<file path="src/pvkf_pkg.sv">
// Package: shared types, constants and saturation helper for the position/velocity filter.
`timescale 1ns / 1ps
`default_nettype none
package pvkf_pkg;

	localparam int DATA_W = 32;
	localparam int FRAC_W = 16;
	localparam int MERR_W = 31;
	localparam int DT_W = 20;
	localparam int GAIN_W = FRAC_W + 1;
	localparam int MA_W = 36;
	localparam int MB_W = 21;
	localparam int PROD_W = MA_W + MB_W;
	localparam int SH16_W = PROD_W - FRAC_W;
	localparam int SH17_W = PROD_W - FRAC_W - 1;
	localparam int SAT_W = 42;
	localparam int DIVR_W = 34;
	localparam int DIVS_W = 33;
	localparam int DIVC_W = 5;

	localparam logic signed [DATA_W-1:0] FX_MAX = {1'b0, {(DATA_W-1){1'b1}}};
	localparam logic signed [DATA_W-1:0] FX_MIN = {1'b1, {(DATA_W-1){1'b0}}};
	localparam logic signed [DATA_W-1:0] FX_UNSET = -(DATA_W'(1) <<< FRAC_W);
	localparam logic signed [DATA_W-1:0] FX_TEN = DATA_W'(10) <<< FRAC_W;
	localparam logic [GAIN_W:0] FX_ONE_G = (GAIN_W + 1)'(1) << FRAC_W;
	localparam logic [DIVC_W-1:0] DIV_LAST = DIVC_W'(GAIN_W - 1);
	localparam logic signed [MB_W-1:0] RESET_SCALE = MB_W'(1000);

	typedef enum logic [2:0] {
		CMD_LOAD     = 3'd0,
		CMD_UPD_BOTH = 3'd1,
		CMD_UPD_POS  = 3'd2,
		CMD_UPD_VEL  = 3'd3,
		CMD_PREDICT  = 3'd4,
		CMD_RESET    = 3'd5,
		CMD_CLEAR    = 3'd6,
		CMD_NOP      = 3'd7
	} cmd_t;

	typedef struct packed {
		logic [2:0]               command;
		logic signed [DATA_W-1:0] position;
		logic signed [DATA_W-1:0] velocity;
		logic [MERR_W-1:0]        pos_meas_err;
		logic [MERR_W-1:0]        vel_meas_err;
		logic signed [DATA_W-1:0] accel;
		logic [MERR_W-1:0]        accel_err;
		logic [DT_W-1:0]          time_step;
	} meas_t;

	typedef struct packed {
		logic signed [DATA_W-1:0] pos_estimate;
		logic signed [DATA_W-1:0] vel_estimate;
		logic signed [DATA_W-1:0] pos_error;
		logic signed [DATA_W-1:0] vel_error;
		logic                     saturated;
	} est_t;

	typedef enum logic [4:0] {
		OP_NONE, OP_LATCH, OP_LOAD, OP_CLEAR, OP_ADOPT, OP_DIV_INIT, OP_DIV_STEP,
		OP_BMUL1, OP_BMUL2, OP_BWR, OP_P1, OP_P2, OP_P3, OP_P4, OP_P5,
		OP_R1, OP_R2, OP_OUT
	} op_t;

	typedef enum logic [4:0] {
		ST_IDLE, ST_DECODE, ST_BCHK, ST_BDIV, ST_BM1, ST_BM2, ST_BWR,
		ST_P1, ST_P2, ST_P3, ST_P4, ST_P5, ST_R1, ST_R2, ST_DONE
	} state_t;

	typedef struct packed {
		op_t  op;
		logic ch;
	} dp_cmd_t;

	typedef struct packed {
		cmd_t command;
		logic err_unset;
		logic div_last;
		logic out_busy;
	} dp_stat_t;

	typedef struct packed {
		logic signed [DATA_W-1:0] val;
		logic                     clip;
	} sat_res_t;

	function automatic sat_res_t sat_fx(input logic signed [SAT_W-1:0] x);
		sat_res_t r;
		if (x > SAT_W'(FX_MAX)) begin
			r.val = FX_MAX;
			r.clip = 1'b1;
		end else if (x < SAT_W'(FX_MIN)) begin
			r.val = FX_MIN;
			r.clip = 1'b1;
		end else begin
			r.val = DATA_W'(x);
			r.clip = 1'b0;
		end
		return r;
	endfunction

endpackage
`default_nettype wire

</file>
<file path="src/pvkf_ctrl.sv">
// Controller: sequences the datapath through each command.
`timescale 1ns / 1ps
`default_nettype none
module pvkf_ctrl (
	input  wire                 clk,
	input  wire                 arst_n,
	input  wire                 meas_valid,
	output logic                meas_stall,
	input  pvkf_pkg::dp_stat_t  stat,
	output pvkf_pkg::dp_cmd_t   cmd
);
	import pvkf_pkg::*;

	state_t state_q, state_d;
	logic   ch_q, ch_d, both_q, both_d;

	always_ff @(posedge clk or negedge arst_n) begin
		if (!arst_n) begin
			state_q <= ST_IDLE;
			ch_q <= 1'b0;
			both_q <= 1'b0;
		end else begin
			state_q <= state_d;
			ch_q <= ch_d;
			both_q <= both_d;
		end
	end

	always_comb begin
		state_d = state_q;
		ch_d = ch_q;
		both_d = both_q;
		cmd.op = OP_NONE;
		cmd.ch = ch_q;
		meas_stall = 1'b1;
		case (state_q)
			ST_IDLE: begin
				meas_stall = 1'b0;
				if (meas_valid) begin
					cmd.op = OP_LATCH;
					state_d = ST_DECODE;
				end
			end
			ST_DECODE: begin
				case (stat.command)
					CMD_LOAD: begin
						cmd.op = OP_LOAD;
						state_d = ST_DONE;
					end
					CMD_UPD_BOTH: begin
						ch_d = 1'b0;
						both_d = 1'b1;
						state_d = ST_BCHK;
					end
					CMD_UPD_POS: begin
						ch_d = 1'b0;
						both_d = 1'b0;
						state_d = ST_BCHK;
					end
					CMD_UPD_VEL: begin
						ch_d = 1'b1;
						both_d = 1'b0;
						state_d = ST_BCHK;
					end
					CMD_PREDICT: state_d = ST_P1;
					CMD_RESET: state_d = ST_R1;
					CMD_CLEAR: begin
						cmd.op = OP_CLEAR;
						state_d = ST_DONE;
					end
					default: state_d = ST_DONE;
				endcase
			end
			ST_BCHK: begin
				if (stat.err_unset) begin
					cmd.op = OP_ADOPT;
					if (both_q && !ch_q) begin
						ch_d = 1'b1;
						state_d = ST_BCHK;
					end else begin
						state_d = ST_DONE;
					end
				end else begin
					cmd.op = OP_DIV_INIT;
					state_d = ST_BDIV;
				end
			end
			ST_BDIV: begin
				cmd.op = OP_DIV_STEP;
				if (stat.div_last) state_d = ST_BM1;
			end
			ST_BM1: begin
				cmd.op = OP_BMUL1;
				state_d = ST_BM2;
			end
			ST_BM2: begin
				cmd.op = OP_BMUL2;
				state_d = ST_BWR;
			end
			ST_BWR: begin
				cmd.op = OP_BWR;
				if (both_q && !ch_q) begin
					ch_d = 1'b1;
					state_d = ST_BCHK;
				end else begin
					state_d = ST_DONE;
				end
			end
			ST_P1: begin
				cmd.op = OP_P1;
				state_d = ST_P2;
			end
			ST_P2: begin
				cmd.op = OP_P2;
				state_d = ST_P3;
			end
			ST_P3: begin
				cmd.op = OP_P3;
				state_d = ST_P4;
			end
			ST_P4: begin
				cmd.op = OP_P4;
				state_d = ST_P5;
			end
			ST_P5: begin
				cmd.op = OP_P5;
				state_d = ST_DONE;
			end
			ST_R1: begin
				cmd.op = OP_R1;
				state_d = ST_R2;
			end
			ST_R2: begin
				cmd.op = OP_R2;
				state_d = ST_DONE;
			end
			ST_DONE: begin
				if (!stat.out_busy) begin
					cmd.op = OP_OUT;
					state_d = ST_IDLE;
				end
			end
			default: state_d = ST_IDLE;
		endcase
	end
endmodule
`default_nettype wire

</file>
<file path="config.mk">
export PLATFORM = sky130hd
export DESIGN_NAME = pvkf_ctrl
export DESIGN_NICKNAME = d
export VERILOG_FILES = /design/src/pvkf_pkg.sv /design/src/pvkf_ctrl.sv
export SDC_FILE = /design/constraint.sdc
export NUM_CORES = 1
export LEC_CHECK = 0
export ABC_AREA = 1
export BUFFER_PORTS_ARGS = -buffer_cell sky130_fd_sc_hd__buf_2
export CORE_MARGIN = 10
export CORE_UTILIZATION = 46
export CTS_CLUSTER_DIAMETER = 60
export DETAILED_ROUTE_END_ITERATION = 12
export HOLD_SLACK_MARGIN = 0.1
export PLACE_DENSITY = 0.79
export SETUP_SLACK_MARGIN = 0.3
export SYNTH_ARGS = -nofsm -noshare
export SYNTH_HDL_FRONTEND = slang
export SYNTH_SLANG_ARGS = --single-unit
</file>
<file path="constraint.sdc">
create_clock -name clk -period 2.1 [get_ports clk]
set_clock_uncertainty 0.05 [all_clocks]
set_input_delay 0 -clock clk [delete_from_list [all_inputs] [get_ports clk]]
set_output_delay 0 -clock clk [all_outputs]
set_load 0.01 [all_outputs]
</file>
==> impl_metrics.tcl, run 1 <==
set metrics [dict create \
    status "completed" \
    finalCoreUtilization_pct 62.3 \
    fillCellCount 131 \
    grt_busiest_layer "met2" \
    setup_tns_ns 0 \
    dr.pass1.iters 4 \
    use_met3_pct 1.09 \
    crit_fanout 5 \
    vias_per_cell 5.30 \
    placed_cell_area_sq_um 736 \
    netlist_area_sq_um 668 \
    hold_end "state_q[2]" \
    port_buffers 15 \
    ir_worst_vdd_uv 808 \
    fin_nets 145 \
    r2r_end "state_q[2]" \
    tightest_slew_ns 0.298 \
    ys_seq_area_share_pct 22.5 \
    end_kind "primary output" \
    die_height_um 58.1 \
    cts-buffers-inserted 3 \
    antenna_cells 0 \
    coreArea_sq_mm 0.00133 \
    grt.total_usage_pct 11.3 \
    worst_setup_path_start_kind "register" \
    yosys_warnings 0 \
    cap_violations 0 \
    p_total_mw 1.27 \
    min_path_cells 5 \
    dieArea_sq_mm 0.00338 \
    place_congestion 0.862 \
    synth_cell_type_count 21 \
    rr_worst_depth 8 \
    met2_usage_pct 19.6 \
    cp.required_ns 2.05 \
    hold_violations 0 \
    ys_seq_elements 6 \
    drt_iter0_drc 27 \
    ios 16 \
    drtAntennaViolNets 0 \
    r2r_slack_ns 0.67 \
    place.detailed.hpwl_um 1560 \
    clkTransAtPathRegs_ns 0.04 \
    cts_root_buffer "clkbuf_4" \
    fin_crit_ns 1.75 \
    p_leak_nw 0.466 \
    start_util_pct 50.1 \
    grt_max_degree 10 \
    syn_to_final_growth_pct 24.3 \
    grt_pass1_wl_um 3190 \
    vias 789 \
    period_share_pct 83.2 \
    grtUsageMet1_pct 13.0 \
    drcViolationCount 0 \
    htreeDepth 1 \
    cts_tree "done" \
    worstHoldPathType "input port to register" \
    path_class "register to primary output" \
    maxSlewHeadroom_pct 79.9 \
    cts_max_path_buffers 2 \
    drv_slew 0 \
    routed_wl_um 1900 \
    critPathArrivalTime_ns 1.70 \
    setup_viol 0 \
    syn_area_per_cell_sq_um 5.97 \
    die_w_um 58.1 \
    whs_ns 0.111 \
    hold_start "meas_valid" \
    clock_latency_ns 0.25 \
    clock.fmax_mhz 572 \
    synth_nets 121 \
    avgRoutedWirePerCell_um 12.8 \
    rsz0062_at_grt "false" \
    cts_setup_buffers 0 \
    final_layout_size_suffix_gt1_share_pct 24.6 \
    syn_inst 112 \
    grt_overflow 0 \
    cts.sinks 6 \
    finalInstanceArea_sq_um 831 \
    grt_pass1_vias 769 \
    p_per_area_mw_per_mm2 1530 \
    placementRows 13 \
    r2r_start "state_q[1]" \
    antenna_found_initial 0 \
]
[repair_timing]
| item | 4_1_cts | 5_1_grt |
|---|---|---|
| hold buffers | 7 | 0 |
| setup endpoints to repair | 0 | 1 |
| hold endpoints to repair | 11 | 0 |
| gates resized for setup | 0 | 2 |
[layout make-up]
cell class	instances	area, sq um	area share [%]
multi-input combinational	83	417	50.2
sequential	6	153	18.4
timing repair buffer	22	145	17.5
inverter	20	75.1	9.04
clock buffer	3	22.5	2.71
tap	15	18.8	2.26
[sequential cells by signal (all words and copies together) (netlist names)]
signal	cells
state_q	4
both_q	1
ch_q	1
[per-stage QoR]
stage	cells	setup slack [ns]
2_1_floorplan	112	0.881
3_3_place_gp	139	0.688
3_5_place_dp	139	0.671
4_1_cts	149	0.408
5_1_grt	149	0.309
6_report	149	0.353
[synth_stat cells]
| cell type | count | area share, % |
|---|---|---|
| buf_4 | 2 | 2.2 |
| o31ai_1 | 2 | 2.2 |
| nor2_2 | 3 | 2.8 |
| dfrtp_1 | 6 | 22 |
| a21oi_1 | 2 | 1.5 |
| nand3_1 | 6 | 4.5 |
| o21ai_0 | 7 | 5.2 |
| nand2_1 | 30 | 17 |
| nor2_1 | 16 | 9.0 |
| nand3b_1 | 1 | 1.1 |
| nand2_4 | 1 | 1.7 |
| nand4_1 | 5 | 4.7 |
| o21ai_1 | 2 | 1.5 |
| nor2_4 | 4 | 6.7 |
| xor2_1 | 1 | 1.3 |
| nand3_2 | 1 | 1.5 |
| inv_1 | 16 | 9.0 |
| inv_2 | 4 | 2.2 |
| buf_6 | 1 | 1.7 |
| nor3_1 | 1 | 0.75 |
| o22ai_1 | 1 | 0.94 |
[cell usage in the layout (no fill, tap or decap), drive strengths merged]
master	Yosys	final
nand2	31	31
nor2	23	23
inv	20	20
buf	3	15
o21ai	9	9
dlygate4sd3	0	7
nand3	7	7
dfrtp	6	6
nand4	5	5
clkbuf	0	3
a21oi	2	2
o31ai	2	2
nor3	1	1
xor2	1	1
o22ai	1	1
nand3b	1	1
[logic make-up after synthesis]
| logic type | count (synthesis) | synth area share (%) |
|---|---|---|
| compound gates | 14 | 11.4 |
| xor+xnor | 1 | 1.31 |
| buf+inv | 23 | 15.2 |
| flops | 6 | 22.5 |
| simple gates | 68 | 49.6 |
[routing by layer]
layer,vias to the layer above,share of wire [%]
li1,396,-
met2,18,52
met3,4,3.8
met4,0,1.7
met5,-,0
met1,371,42
[power breakdown]
part,internal (mW),switching [mW]
Combinational,0.312,0.555
Clock,0.0648,0.0439
Sequential,0.183,0.109
Total,0.560,0.708
[critical path, cell delays in order (launching register included)]
cell and delay [ns]:
dfrtp_1 0.46, inv_2 0.15, nand2_1 0.14, o21ai_0 0.30, nor2_1 0.11, o31ai_1 0.10, buf_2 0.19
[how the worst max path moves through the flow]
stage	slack, ns	end	cells after the start	from
2_1_floorplan	0.88	state_q[2]	7	state_q[2]
5_1_grt	0.31	cmd[2]	6	state_q[3]
4_1_cts	0.41	cmd[2]	5	state_q[2]
3_5_place_dp	0.67	cmd[2]	5	state_q[2]
3_3_place_gp	0.69	state_q[2]	8	state_q[1]
6_report	0.35	cmd[2]	6	state_q[3]
Power figures use the tool's default switching activity.
==> inputs of run 2 (changes only) <==
Settings changed: ABC_AREA 1 to 0, CORE_UTILIZATION 46 to 44, PLACE_DENSITY 0.79 to 0.81.
Clock period 2.1 ns to 1.6 ns, I/O delays scaled along.
==> run 2 against run 1 <==
The run now ends with setup timing left. Flip-flop and latch count is the same. Power increased by 43%. Die area decreased by 5.8%. Sequential share of layout area decreased by 2.5 points. Global-route usage up 1.1 points. Sequential power is essentially flat. Via count shrank 6.1%. Worst setup slack lost 0.50 ns. Final area increased by 14%. Count of clock-buffer cells in the layout did not move. Highest routed layer unchanged.
==> impl_metrics.tcl, run 2 <==
set metrics [dict create \
    status "finished, violations left" \
    violations "setup timing" \
    synth_top_family_by_area "compound AO/OA/AOI/OAI gates" \
    p_leak_nw 0.402 \
    placementRows 13 \
    cts_tree "done" \
    place_congestion 0.940 \
    ys_seq_area_share_pct 25.8 \
    clock_latency_ns 0.26 \
    grt_max_degree 15 \
    drt_iter0_drc 25 \
    layout_commonest_cell "buf_2" \
    cts-buffers-inserted 3 \
    worstHoldPathType "input port to register" \
    path_depth 4 \
    p_per_area_mw_per_mm2 1920 \
    cpPeakStageDelay_ns 0.53 \
    tightest_slew_ns 0.298 \
    avgRoutedWirePerCell_um 16.9 \
    yosysTopAreaCell "dfrtp_1" \
    synthTopCellsByCount "nor2_1 (9), o21ai_0 (8), nand2_1 (7), dfrtp_1 (6)" \
    cp.required_ns 1.55 \
    cts_root_buffer "clkbuf_4" \
    synth_ff_type "dfrtp_1" \
    htreeDepth 1 \
    port_buffers 15 \
    worst_setup_path_start_kind "register" \
    syn_to_final_growth_pct 61.8 \
    die_height_um 56.4 \
    synth_top_area_share_pct 25.8 \
    die_w_um 56.4 \
    ys_seq_elements 6 \
    synth_cell_type_count 34 \
    crit_buf_inv 1 \
    yosys_warnings 0 \
    finalCoreUtilization_pct 74.4 \
    synth_area_leaders "dfrtp_1 (26%), o21ai_0 (6.9%), nor2_1 (5.8%)" \
    hold_violations 0 \
    mostFrequentLayoutCells "buf_2 (15), buf_4 (9), dlygate4sd3_1 (7)" \
    dieArea_sq_mm 0.00318 \
    pre_cts_ws_ns 0.0239 \
    clkTransAtPathRegs_ns 0.05 \
    yosysMostFrequentCell "nor2_1" \
    async_flop_share_pct 100 \
    clock.fmax_mhz 572 \
    fin_nets 120 \
    regMostFlops "state_q" \
    syn_inst 79 \
    grt.total_usage_pct 12.3 \
    top_regs "state_q: 4 flops, both_q: 1 flops, ch_q: 1 flops" \
    grt_pass1_wl_um 3310 \
    fin_crit_ns 1.75 \
    drv_slew 0 \
    crit_chain "or4b_4, nor3b_4, a21o_1, buf_2" \
    critPathArrivalTime_ns 1.70 \
    synth_fa_ha_area_share_pct 0 \
    fillCellCount 83 \
    synth-simple-area-share_pct 25.8 \
    maxSlewHeadroom_pct 80.1 \
    drcViolationCount 0 \
    drtAntennaViolNets 0 \
    synth-compound-area-share_pct 35.6 \
    synth_nets 88 \
    vias 741 \
    final_layout_size_suffix_gt1_share_pct 45.9 \
    ios 16 \
    setup_ws_ns -0.147 \
    period_share_pct 109 \
    place.detailed.hpwl_um 1290 \
    cts_max_path_buffers 2 \
    vias_per_cell 5.98 \
    grt_overflow 0 \
    grt_pass1_vias 731 \
    start_util_pct 46.0 \
    coreArea_sq_mm 0.00127 \
    netlist_area_sq_um 583 \
    largest_register_ffs 4 \
    syn_area_per_cell_sq_um 7.38 \
    critPathTopFamily "simple AND/OR/NAND/NOR gates" \
    synth_xor_area_share_pct 4.51 \
    min_path_cells 4 \
    antenna_found_initial 0 \
    dr.pass1.iters 6 \
    slowest_stage "or4b_4" \
    synth_enable_flop_cells 0 \
    cap_violations 0 \
    setup_viol 3 \
    antenna_cells 0 \
    path_class "register to primary output" \
    crit_fanout 5 \
    end_kind "primary output" \
    ir_worst_vdd_uv 1070 \
    rsz0062_at_grt "true" \
    routed_wl_um 2100 \
    cts.sinks 6 \
    synth_mux_area_share_pct 0 \
    rr_worst_depth 4 \
]
run 2: final timing paths:
kind / start / to / slack (ns)
worst max-delay path: state_q[0] / cmd[1] / -0.15
worst min-delay path: stat[5] / both_q / 0.11
worst max register to register: state_q[0] / ch_q / -0.11
worst min register to register: both_q / both_q / 0.49
max in group asynchronous: arst_n / state_q[1] / 0.63
min in group asynchronous: arst_n / state_q[0] / 0.63
run 2: worst reg2reg max path, delay by kind of cell (launching register included):
family / cells / cell delay, ns
compound gates: 2 / 0.38
buf+inv: 1 / 0.18
flops: 1 / 0.44
simple gates: 1 / 0.53
run 2: cell type report:
class / instances / area [sq um] / area share (%)
timing repair buffer: 33 / 235 / 24.9
clock buffer: 3 / 22.5 / 2.39
sequential: 6 / 150 / 15.9
inverter: 6 / 30.0 / 3.18
multi-input combinational: 61 / 487 / 51.6
tap: 15 / 18.8 / 1.99
run 2: through the flow:
step / cell area (sq um) / hold WS (ns) / TNS (ns) / power [mW] / instances
after global placement: 696 / -0.224 / 0 / 1.31 / 109
after global routing: 943 / 0.129 / -0.514 / 1.95 / 124
final: 943 / 0.109 / -0.356 / 1.82 / 124
after CTS: 868 / 0.108 / -0.213 / 1.64 / 122
after floorplan: 583 / -0.346 / 0 / 0.976 / 79
after detailed placement: 696 / -0.221 / 0 / 1.32 / 109
run 2: where the power goes:
part	total (mW)	switching, mW	internal, mW
combinational	1.37	0.772	0.601
clock	0.151	0.0655	0.0856
sequential	0.292	0.0642	0.228
total	1.82	0.902	0.914
run 2: repair_timing:
item / in CTS / in global routing
setup endpoints to repair: 9 / 12
hold buffers: 7 / 0
gates resized for setup: 16 / 15
hold endpoints to repair: 10 / 0
pin swaps: 5 / 5
buffers inserted: 3 / 2
run 2: kinds of logic after synthesis:
group,count (synthesis)
simple gates,27
xor+xnor,3
compound gates,31
buf+inv,12
flops,6
run 2: metal layers:
metal | vias to the layer above | track usage, % | wire length [um]
met2 | 29 | 21.9 | 1010
li1 | 354 | - | -
met4 | 0 | 7.56 | 85
met5 | - | 0 | 0
met3 | 10 | 2.25 | 111
met1 | 348 | 13.0 | 886
